==> src/lbsc_pkg.sv <==
// Package: sizes, codes and controller/datapath interface types of the bond set checker.
`default_nettype none
package lbsc_pkg;

    // Bonds kept per set and the site store that follows from it.
    localparam int MAX_BONDS = 16;
    localparam int SITE_CAP  = MAX_BONDS + 1;

    // A label runs 0..SITE_CAP, where SITE_CAP marks a site that did not fit.
    localparam int LAB_W  = $clog2(SITE_CAP + 1);
    localparam int SIDX_W = $clog2(SITE_CAP);
    localparam int BCNT_W = $clog2(MAX_BONDS + 1);
    localparam int BIDX_W = (MAX_BONDS > 1) ? $clog2(MAX_BONDS) : 1;

    // Field widths.
    localparam int IN_W      = 8;
    localparam int COORD_W   = IN_W + 1;
    localparam int DIR_W     = 2;
    localparam int COUNT_W   = 5;
    localparam int COUNT_MAX = (1 << COUNT_W) - 1;
    localparam int S_TDATA_W = 24;
    localparam int M_TDATA_W = 8;

    // Bond direction codes.
    localparam logic [DIR_W-1:0] DIR_PX  = 2'd0;
    localparam logic [DIR_W-1:0] DIR_PY  = 2'd1;
    localparam logic [DIR_W-1:0] DIR_PXY = 2'd2;

    typedef struct packed {
        logic load_item;
        logic label_a;
        logic label_b;
        logic cl_init;
        logic cl_step;
        logic finish;
    } t_cmd;

    typedef struct packed {
        logic bond_room;
        logic last;
        logic overflow;
        logic scan_end;
        logic changed;
        logic out_free;
    } t_sts;

endpackage
`default_nettype wire

==> src/lattice_bond_set_connectivity_top.sv <==
// Top level of the triangular-lattice bond set connectivity checker.
// The block takes the bonds of one cluster as a stream of items, each an origin site and a
// direction (+x, +y or +x+y), with tlast on the final bond of the set. Every new lattice site
// gets a label when first seen; up to MAX_BONDS bonds and MAX_BONDS+1 sites are kept per set,
// later bonds are dropped (their tlast still closes the set), and a site that does not fit
// marks the set as not connected with the site count reported as MAX_BONDS+1. After the
// last bond the block grows the reached set out from both ends of the first bond, one bond
// per cycle, sweeping the stored bonds until a full sweep adds nothing, and then emits one
// result item: the connected flag and the number of distinct sites; a set that overflowed
// skips the sweeps. A stored bond is accepted, then its origin is labeled, then its far end;
// a dropped bond is accepted and then dropped. The site lookup compares against all stored
// sites at once. The closure sweeps the stored bonds P times (P is at most the graph
// distance from the first bond plus one) and loads the result register once it is free.
// The result sits in an output register, so a new set can start while it waits to be taken.
// No input item is accepted while the closure runs. There is no clearing pass after reset.
`default_nettype none
module lattice_bond_set_connectivity_top (
    input  wire logic                           i_clk,
    input  wire logic                           i_rst_n,
    input  wire logic                           s_axis_tvalid,
    output logic                                s_axis_tready,
    // [7:0] origin_x, [15:8] origin_y, [17:16] direction, [23:18] zero
    input  wire logic [lbsc_pkg::S_TDATA_W-1:0] s_axis_tdata,
    // last_bond
    input  wire logic                           s_axis_tlast,
    output logic                                m_axis_tvalid,
    input  wire logic                           m_axis_tready,
    // [0] is_connected, [5:1] site_count, [7:6] zero
    output logic [lbsc_pkg::M_TDATA_W-1:0]      m_axis_tdata
);
    import lbsc_pkg::*;

    t_cmd cmd;
    t_sts sts;

    // The controller owns the sequence; the datapath holds all storage.
    lbsc_ctrl u_ctrl (
        .i_clk      (i_clk),
        .i_rst_n    (i_rst_n),
        .i_in_valid (s_axis_tvalid),
        .o_in_ready (s_axis_tready),
        .i_sts      (sts),
        .o_cmd      (cmd)
    );

    lbsc_datapath u_datapath (
        .i_clk       (i_clk),
        .i_rst_n     (i_rst_n),
        .i_item_data (s_axis_tdata),
        .i_item_last (s_axis_tlast),
        .i_cmd       (cmd),
        .o_sts       (sts),
        .i_out_ready (m_axis_tready),
        .o_out_valid (m_axis_tvalid),
        .o_out_data  (m_axis_tdata)
    );

endmodule
`default_nettype wire

==> src/lbsc_ctrl.sv <==
// Controller: sequences labeling of each bond and the reachability closure of a set.
`default_nettype none
module lbsc_ctrl (
    input  wire logic          i_clk,
    input  wire logic          i_rst_n,
    input  wire logic          i_in_valid,
    output logic               o_in_ready,
    input  wire lbsc_pkg::t_sts i_sts,
    output lbsc_pkg::t_cmd     o_cmd
);
    import lbsc_pkg::*;

    typedef enum logic [2:0] {
        S_IDLE,
        S_LBL_A,
        S_LBL_B,
        S_CL_INIT,
        S_CL_SCAN,
        S_FINISH
    } t_state;

    t_state r_state;
    t_state n_state;

    assign o_in_ready = (r_state == S_IDLE);

    always_comb begin
        n_state = r_state;
        o_cmd   = '0;
        unique case (r_state)
            S_IDLE: begin
                if (i_in_valid) begin
                    o_cmd.load_item = 1'b1;
                    n_state         = S_LBL_A;
                end
            end
            S_LBL_A: begin
                // A bond beyond the store is dropped, but its last mark still counts.
                if (i_sts.bond_room) begin
                    o_cmd.label_a = 1'b1;
                    n_state       = S_LBL_B;
                end else begin
                    n_state = i_sts.last ? S_CL_INIT : S_IDLE;
                end
            end
            S_LBL_B: begin
                o_cmd.label_b = 1'b1;
                n_state       = i_sts.last ? S_CL_INIT : S_IDLE;
            end
            S_CL_INIT: begin
                o_cmd.cl_init = 1'b1;
                n_state       = i_sts.overflow ? S_FINISH : S_CL_SCAN;
            end
            S_CL_SCAN: begin
                o_cmd.cl_step = 1'b1;
                if (i_sts.scan_end && !i_sts.changed) begin
                    n_state = S_FINISH;
                end
            end
            S_FINISH: begin
                if (i_sts.out_free) begin
                    o_cmd.finish = 1'b1;
                    n_state      = S_IDLE;
                end
            end
            default: n_state = S_IDLE;
        endcase
    end

    always_ff @(posedge i_clk) begin
        if (!i_rst_n) begin
            r_state <= S_IDLE;
        end else begin
            r_state <= n_state;
        end
    end

endmodule
`default_nettype wire

==> src/lbsc_datapath.sv <==
// Datapath: site store with parallel lookup, bond end store, reached flags and result register.
`default_nettype none
module lbsc_datapath (
    input  wire logic                           i_clk,
    input  wire logic                           i_rst_n,
    input  wire logic [lbsc_pkg::S_TDATA_W-1:0] i_item_data,
    input  wire logic                           i_item_last,
    input  wire lbsc_pkg::t_cmd                 i_cmd,
    output lbsc_pkg::t_sts                      o_sts,
    input  wire logic                           i_out_ready,
    output logic                                o_out_valid,
    output logic [lbsc_pkg::M_TDATA_W-1:0]      o_out_data
);
    import lbsc_pkg::*;

    logic signed [COORD_W-1:0] r_site_x [SITE_CAP];
    logic signed [COORD_W-1:0] r_site_y [SITE_CAP];
    logic [LAB_W-1:0]          r_end_a  [MAX_BONDS];
    logic [LAB_W-1:0]          r_end_b  [MAX_BONDS];
    logic [SITE_CAP-1:0]       r_reached;
    logic [LAB_W-1:0]          r_sites;
    logic [BCNT_W-1:0]         r_bonds;
    logic                      r_overflow;
    logic signed [COORD_W-1:0] r_ox, r_oy, r_fx, r_fy;
    logic                      r_last;
    logic [LAB_W-1:0]          r_lab_a;
    logic [BIDX_W-1:0]         r_idx;
    logic                      r_changed;
    logic                      r_out_valid;
    logic                      r_out_conn;
    logic [COUNT_W-1:0]        r_out_count;

    // Incoming item decode.
    logic signed [COORD_W-1:0] in_x, in_y, in_fx, in_fy;
    logic [DIR_W-1:0]          in_dir;

    // Site lookup.
    logic signed [COORD_W-1:0] key_x, key_y;
    logic                      hit;
    logic [LAB_W-1:0]          hit_lab;
    logic                      new_room;
    logic [LAB_W-1:0]          lab;

    // Closure step.
    logic [LAB_W-1:0]          cur_a, cur_b;
    logic                      pair_ok;
    logic                      flag_a, flag_b;
    logic                      step_change;
    logic [SITE_CAP-1:0]       step_mask;
    logic                      scan_end;

    // Result.
    logic [SITE_CAP-1:0]       site_mask;
    logic                      all_reached;
    logic                      conn;
    logic [LAB_W-1:0]          count_full;
    logic [COUNT_W-1:0]        count_sat;
    logic [SITE_CAP-1:0]       init_flags;

    always_comb begin
        in_x   = {i_item_data[IN_W-1], i_item_data[IN_W-1:0]};
        in_y   = {i_item_data[2*IN_W-1], i_item_data[2*IN_W-1:IN_W]};
        in_dir = i_item_data[2*IN_W+DIR_W-1:2*IN_W];
        in_fx  = in_x;
        in_fy  = in_y;
        if (in_dir == DIR_PX || in_dir == DIR_PXY) begin
            in_fx = in_x + COORD_W'(1);
        end
        if (in_dir == DIR_PY || in_dir == DIR_PXY) begin
            in_fy = in_y + COORD_W'(1);
        end
    end

    // Compare the key against every stored site at once; lowest label wins.
    always_comb begin
        key_x   = i_cmd.label_b ? r_fx : r_ox;
        key_y   = i_cmd.label_b ? r_fy : r_oy;
        hit     = 1'b0;
        hit_lab = '0;
        for (int k = 0; k < SITE_CAP; k++) begin
            if (!hit && (LAB_W'(k) < r_sites) && r_site_x[k] == key_x
                && r_site_y[k] == key_y) begin
                hit     = 1'b1;
                hit_lab = LAB_W'(k);
            end
        end
        new_room = r_sites < LAB_W'(SITE_CAP);
        if (hit) begin
            lab = hit_lab;
        end else if (new_room) begin
            lab = r_sites;
        end else begin
            lab = LAB_W'(SITE_CAP);
        end
    end

    always_comb begin
        cur_a       = r_end_a[r_idx];
        cur_b       = r_end_b[r_idx];
        pair_ok     = (cur_a < LAB_W'(SITE_CAP)) && (cur_b < LAB_W'(SITE_CAP));
        flag_a      = r_reached[cur_a[SIDX_W-1:0]];
        flag_b      = r_reached[cur_b[SIDX_W-1:0]];
        step_change = pair_ok && (flag_a != flag_b);
        scan_end    = BCNT_W'(r_idx) == (r_bonds - BCNT_W'(1));
        // Both ends of a bond that joins a reached and an unreached site become reached.
        step_mask   = '0;
        if (step_change) begin
            step_mask[cur_a[SIDX_W-1:0]] = 1'b1;
            step_mask[cur_b[SIDX_W-1:0]] = 1'b1;
        end
    end

    always_comb begin
        init_flags = '0;
        if (r_end_a[0] < LAB_W'(SITE_CAP)) begin
            init_flags[r_end_a[0][SIDX_W-1:0]] = 1'b1;
        end
        if (r_end_b[0] < LAB_W'(SITE_CAP)) begin
            init_flags[r_end_b[0][SIDX_W-1:0]] = 1'b1;
        end
    end

    always_comb begin
        for (int k = 0; k < SITE_CAP; k++) begin
            site_mask[k] = LAB_W'(k) < r_sites;
        end
        all_reached = &(r_reached | ~site_mask);
        conn        = !r_overflow && (r_bonds != '0) && all_reached;
        count_full  = r_overflow ? LAB_W'(SITE_CAP) : r_sites;
        if (int'(count_full) > COUNT_MAX) begin
            count_sat = COUNT_W'(COUNT_MAX);
        end else begin
            count_sat = COUNT_W'(count_full);
        end
    end

    always_ff @(posedge i_clk) begin
        if (!i_rst_n) begin
            r_sites     <= '0;
            r_bonds     <= '0;
            r_overflow  <= 1'b0;
            r_idx       <= '0;
            r_changed   <= 1'b0;
            r_out_valid <= 1'b0;
        end else begin
            if (i_cmd.finish) begin
                r_out_valid <= 1'b1;
            end else if (i_out_ready) begin
                r_out_valid <= 1'b0;
            end

            if (i_cmd.load_item) begin
                r_ox   <= in_x;
                r_oy   <= in_y;
                r_fx   <= in_fx;
                r_fy   <= in_fy;
                r_last <= i_item_last;
            end

            if (i_cmd.label_a || i_cmd.label_b) begin
                if (!hit && new_room) begin
                    r_site_x[r_sites[SIDX_W-1:0]] <= key_x;
                    r_site_y[r_sites[SIDX_W-1:0]] <= key_y;
                    r_sites <= r_sites + LAB_W'(1);
                end
                if (!hit && !new_room) begin
                    r_overflow <= 1'b1;
                end
            end
            if (i_cmd.label_a) begin
                r_lab_a <= lab;
            end
            if (i_cmd.label_b) begin
                r_end_a[r_bonds[BIDX_W-1:0]] <= r_lab_a;
                r_end_b[r_bonds[BIDX_W-1:0]] <= lab;
                r_bonds <= r_bonds + BCNT_W'(1);
            end

            if (i_cmd.cl_init) begin
                r_reached <= init_flags;
                r_idx     <= '0;
                r_changed <= 1'b0;
            end

            if (i_cmd.cl_step) begin
                r_reached <= r_reached | step_mask;
                if (scan_end) begin
                    r_idx     <= '0;
                    r_changed <= 1'b0;
                end else begin
                    r_idx     <= r_idx + BIDX_W'(1);
                    r_changed <= r_changed | step_change;
                end
            end

            if (i_cmd.finish) begin
                r_out_conn  <= conn;
                r_out_count <= count_sat;
                r_sites     <= '0;
                r_bonds     <= '0;
                r_overflow  <= 1'b0;
            end
        end
    end

    always_comb begin
        o_sts.bond_room = r_bonds < BCNT_W'(MAX_BONDS);
        o_sts.last      = r_last;
        o_sts.overflow  = r_overflow;
        o_sts.scan_end  = scan_end;
        o_sts.changed   = r_changed | step_change;
        o_sts.out_free  = !r_out_valid || i_out_ready;
    end

    assign o_out_valid = r_out_valid;
    assign o_out_data  = {{(M_TDATA_W - COUNT_W - 1){1'b0}}, r_out_count, r_out_conn};

endmodule
`default_nettype wire

==> config.mk <==
export PLATFORM = sky130hd
export DESIGN_NAME = lattice_bond_set_connectivity_top
export DESIGN_NICKNAME = d
export VERILOG_FILES = /design/src/lbsc_pkg.sv /design/src/lattice_bond_set_connectivity_top.sv /design/src/lbsc_ctrl.sv /design/src/lbsc_datapath.sv
export SDC_FILE = /design/constraint.sdc
export NUM_CORES = 1
export LEC_CHECK = 0
export BUFFER_PORTS_ARGS = -buffer_cell sky130_fd_sc_hd__buf_2
export CAP_MARGIN = 15
export CORE_MARGIN = 5
export CORE_UTILIZATION = 25
export CTS_CLUSTER_DIAMETER = 60
export DETAILED_ROUTE_END_ITERATION = 7
export GPL_ROUTABILITY_DRIVEN = 0
export PLACE_DENSITY = 0.44
export SLEW_MARGIN = 0
export SYNTH_ARGS = -nofsm -noshare
export SYNTH_HDL_FRONTEND = slang
export SYNTH_HIERARCHICAL = 1
export SYNTH_SLANG_ARGS = --single-unit
==> constraint.sdc <==
create_clock -name i_clk -period 6.7 [get_ports i_clk]
set_clock_uncertainty 0.2 [all_clocks]
set_input_delay 1.34 -clock i_clk [delete_from_list [all_inputs] [get_ports i_clk]]
set_output_delay 1.34 -clock i_clk [all_outputs]
set_load 0.05 [all_outputs]
==> impl_table.tex <==
\begin{tabular}{lr}
\hline
Metric & Value \\
\hline
\multicolumn{2}{l}{\textbf{Clock tree}} \\
Clock latency of the later-clocked register in the worst-skew pair & 0.61 ns \\
\# H-tree levels & 3 \\
Resized Gates After CTS & 0 \\
Hold-fix buffer count after cts & 0 \\
Root cell of the clock tree & clkbuf\_16 \\
Clock tree from TritonCTS & built \\
Number of buffers created by CTS & 69 \\
Clock transition at the registers of the reported paths & 0.05 ns \\
Number of buffers added for setup after CTS & 0 \\
CTS sink count & 553 \\
Buffer levels on the longest clock path & 3 \\
\multicolumn{2}{l}{\textbf{Status}} \\
Result of the run & finished clean \\
\multicolumn{2}{l}{\textbf{Job}} \\
Max Cap Viol & 0 \\
\multicolumn{2}{l}{\textbf{Worst setup path}} \\
Kind of end point of the critical path & register \\
Worst endpoint required time & 6.71 ns \\
Type of origin of the critical path & register \\
Critical setup path kind & reg -> reg \\
Worst path arrival time & 5.70 ns \\
Maximum fanout along the worst path & 29 \\
\multicolumn{2}{l}{\textbf{STA}} \\
Period utilization & 84.94\% \\
Unrepaired setup endpoints after global routing & false \\
Max Slew Vio Count & 0 \\
Worst-Margin Slew & 1.067 ns \\
Max Clock Freq & 175.7 MHz \\
Final setup TNS & 0 ns \\
Worst hold-check slack & 0.3153 ns \\
Worst-case headroom to the max-slew limit & 28.79\% \\
Final hold violation count & 0 \\
Final WS setup & 1.009 ns \\
Final setup violating endpoints & 0 \\
Time the worst path needs with I/O delays and setup & 5.691 ns \\
\multicolumn{2}{l}{\textbf{Layout}} \\
Number of nets in the layout & 1854 \\
Area taken by multi-input logic gates & 0.008137 mm\^{}2 \\
Fraction of layout cells with a size suffix above 1 & 14.60\% \\
Reg area & 0.01637 mm\^{}2 \\
Filler Cell Count & 9931 \\
Final instance area & 0.02907 mm\^{}2 \\
Area growth from synthesis to layout & 16.22\% \\
\multicolumn{2}{l}{\textbf{Floorplan}} \\
Number of placement rows & 116 \\
Core area & 0.09971 mm\^{}2 \\
Ports & 39 \\
Horizontal die dimension & 326.3 um \\
Die Area & 0.1065 mm\^{}2 \\
Initial core utilization & 25.09\% \\
Overall die height & 326.3 um \\
\multicolumn{2}{l}{\textbf{GRT}} \\
First-pass GRT wire length & 102.3 mm \\
Number of global-route vias before repair & 14810 \\
Global-route usage over all layers & 12.93\% \\
Residual overflow from global routing & 0 \\
Initial antenna violation count & 3 \\
Pin count of the biggest net entering global routing & 36 \\
\multicolumn{2}{l}{\textbf{Yosys}} \\
Synth Register Bits & 553 \\
Top cells by area, synth & edfxtp\_1 64\%, xnor2\_1 6.7\%, xor2\_1 4.9\%, mux4\_2 3.7\%, dfxtp\_1 1.9\% \\
Synth async-reset ratio & 0\% \\
Primary flip-flop cell chosen by synthesis mapping & edfxtp\_1 \\
Yosys warns & 6 \\
Post-synth EDFFs & 529 \\
Post-synthesis instance area & 0.02502 mm\^{}2 \\
Portion of the post-synthesis area used by sequential elements & 65.42\% \\
Per-instance average area after synthesis & 14.59 um\^{}2 \\
Synthesized instance count & 1714 \\
Top-area cell type share of the netlist area & 63.50\% \\
Number of library cell types mapped by synthesis & 71 \\
Library cell occupying the most area in the post-synthesis netlist & edfxtp\_1 \\
\multicolumn{2}{l}{\textbf{Power and ir drop}} \\
Maximum vdd drop & 133.2 uV \\
Overall power & 0.008226 W \\
Leakage & 9.103 nW \\
Clock network fraction of total power & 42.4\% \\
NetSw & 0.002005 W \\
Pwr dens & 282.9 mW/mm\^{}2 \\
Reg power frac & 48.0\% \\
Cell Int Power & 0.006221 W \\
Fraction of power consumed by combinational cells & 9.6\% \\
Sw Ratio & 24.37\% \\
\multicolumn{2}{l}{\textbf{Detailed routing}} \\
Total vias in the final route & 14590 \\
Violation count after the first detailed-routing iteration & 1181 \\
Post-detailed-route via-to-cell ratio & 4.613 \\
Average wire per cell in the routed design & 22.18 um \\
Post-detailed-route DRC marker count & 0 \\
Total wire length & 70.14 mm \\
First-pass DRT Iterations & 5 \\
Remaining antenna violation count after routing & 0 \\
\multicolumn{2}{l}{\textbf{Place}} \\
Detailed-placement wirelength estimate & 45.65 mm \\
Area after detailed placement & 0.02695 mm\^{}2 \\
Pre-CTS setup slack & 0.9178 ns \\
Port-buffer cells & 30 \\
\multicolumn{2}{l}{\textbf{Worst hold path}} \\
Type of the most critical hold path & reg -> reg \\
\hline
\end{tabular}
-- through the flow --
step                cells  util (%)
global route         3162     29.16
global placement     3036     27.02
detailed placement   3037     27.03
floorplan            1715         -
finish               3162     29.16
CTS                  3160     29.14
-- power by group through the flow --
stage          registers, W  clock network (W)  logic [W]
2_1_floorplan       0.00399                  0   0.000507
3_3_place_gp        0.00402                  0   0.000800
3_5_place_dp        0.00402                  0   0.000805
4_1_cts             0.00395            0.00360   0.000809
5_1_grt             0.00396            0.00373   0.000857
6_report            0.00395            0.00348   0.000790
-- layout make-up --
type,count,area share [%]
clock buffer,94,6.404
multi-input combinational,1045,27.99
antenna,1,0.008607
timing repair buffer,95,2.259
sequential,553,56.30
tap,1298,5.586
inverter,47,0.6068
clock inverter,29,0.8478
-- routing by layer --
| metal | vias up | part of all wire (%) | routed length (um) | GRT usage (%) |
|---|---|---|---|---|
| li1 | 6656 | - | - | - |
| met5 | - | 0.019 | 13 | 0 |
| met1 | 7512 | 47 | 32620 | 17.91 |
| met3 | 98 | 4.1 | 2880 | 2.033 |
| met4 | 2 | 1.7 | 1205 | 2.864 |
| met2 | 318 | 48 | 33420 | 21.51 |
-- cells in the final DEF, fill, tap and decap left out, types with 15 or more instances in the layout --
| cell | n |
|---|---|
| mux4_2 | 41 |
| nand2_1 | 55 |
| a21oi_1 | 38 |
| edfxtp_1 | 529 |
| o21ai_0 | 25 |
| nand3_1 | 50 |
| or3_1 | 25 |
| inv_1 | 45 |
| nor3_1 | 38 |
| buf_4 | 63 |
| o22ai_1 | 42 |
| nand4_1 | 32 |
| xor2_1 | 139 |
| xnor2_1 | 190 |
| buf_2 | 30 |
| and2_1 | 25 |
| clkbuf_16 | 70 |
| nor4_1 | 41 |
| clkbuf_1 | 22 |
| a31oi_1 | 15 |
| nor2_1 | 88 |
| dfxtp_1 | 22 |
-- cells in the mapped netlist (38+ instances only) --
| cell type | number |
|---|---|
| mux4_2 | 41 |
| nor4_1 | 41 |
| xor2_1 | 139 |
| edfxtp_1 | 529 |
| nand2_1 | 55 |
| nor3_1 | 40 |
| o22ai_1 | 42 |
| a21oi_1 | 38 |
| nor2_1 | 89 |
| inv_1 | 45 |
| xnor2_1 | 190 |
| nand3_1 | 50 |
-- critical path, stage by stage (launching register included) --
cell and delay (ns):
dfxtp_1 0.53, nor3b_2 0.31, buf_12 0.27, mux2i_4 0.73
buf_4 0.36, xnor2_1 0.15, nor4_1 0.12, nand4_1 0.10
nor3_1 0.07, or4_1 0.54, nand3b_4 0.25, nor4b_2 0.35
and2_1 0.30, and3_1 0.88
-- final timing paths --
check                                          to                               from  cells past startpoint  slack [ns]
min             u_datapath/r_changed$_SDFFE_PN0N_  u_datapath/r_changed$_SDFFE_PN0N_                      2        0.32
max reg2reg  u_datapath/r_site_y[15][0]$_DFFE_PP_     u_ctrl/r_state[1]$_SDFFE_PN0P_                     13        1.01
max          u_datapath/r_site_y[15][0]$_DFFE_PP_     u_ctrl/r_state[1]$_SDFFE_PN0P_                     13        1.01
min reg2reg     u_datapath/r_changed$_SDFFE_PN0N_  u_datapath/r_changed$_SDFFE_PN0N_                      2        0.32
-- sequential cells by signal (all words and copies together), names as in the netlist, 4 cells and up, named ones only --
register / flops
u_datapath/r_bonds: 5
u_datapath/r_fy: 9
u_datapath/r_out_count: 5
u_datapath/r_end_b: 80
u_datapath/r_lab_a: 5
u_datapath/r_site_y: 153
u_datapath/r_end_a: 80
u_datapath/r_ox: 8
u_datapath/r_oy: 8
u_datapath/r_idx: 4
u_datapath/r_site_x: 153
u_datapath/r_sites: 5
u_datapath/r_reached: 17
u_datapath/r_fx: 9
-- cell families (layout without fill, tap and decap cells) --
kind of cell               Yosys count  after routing  synth area share (%)
DFF                                553            553                 65.42
and+or+nand+nor                    438            438                 9.428
xor gates and xnor gates           330            330                 11.58
AOI/OAI and AO/OA                  181            181                 4.647
buffers and inverters              117            265                 2.261
muxes                               79             79                 5.902
adders and majority gates           15             15                0.7403
other                                1              3               0.01499
(Power assumes the default switching activity.)
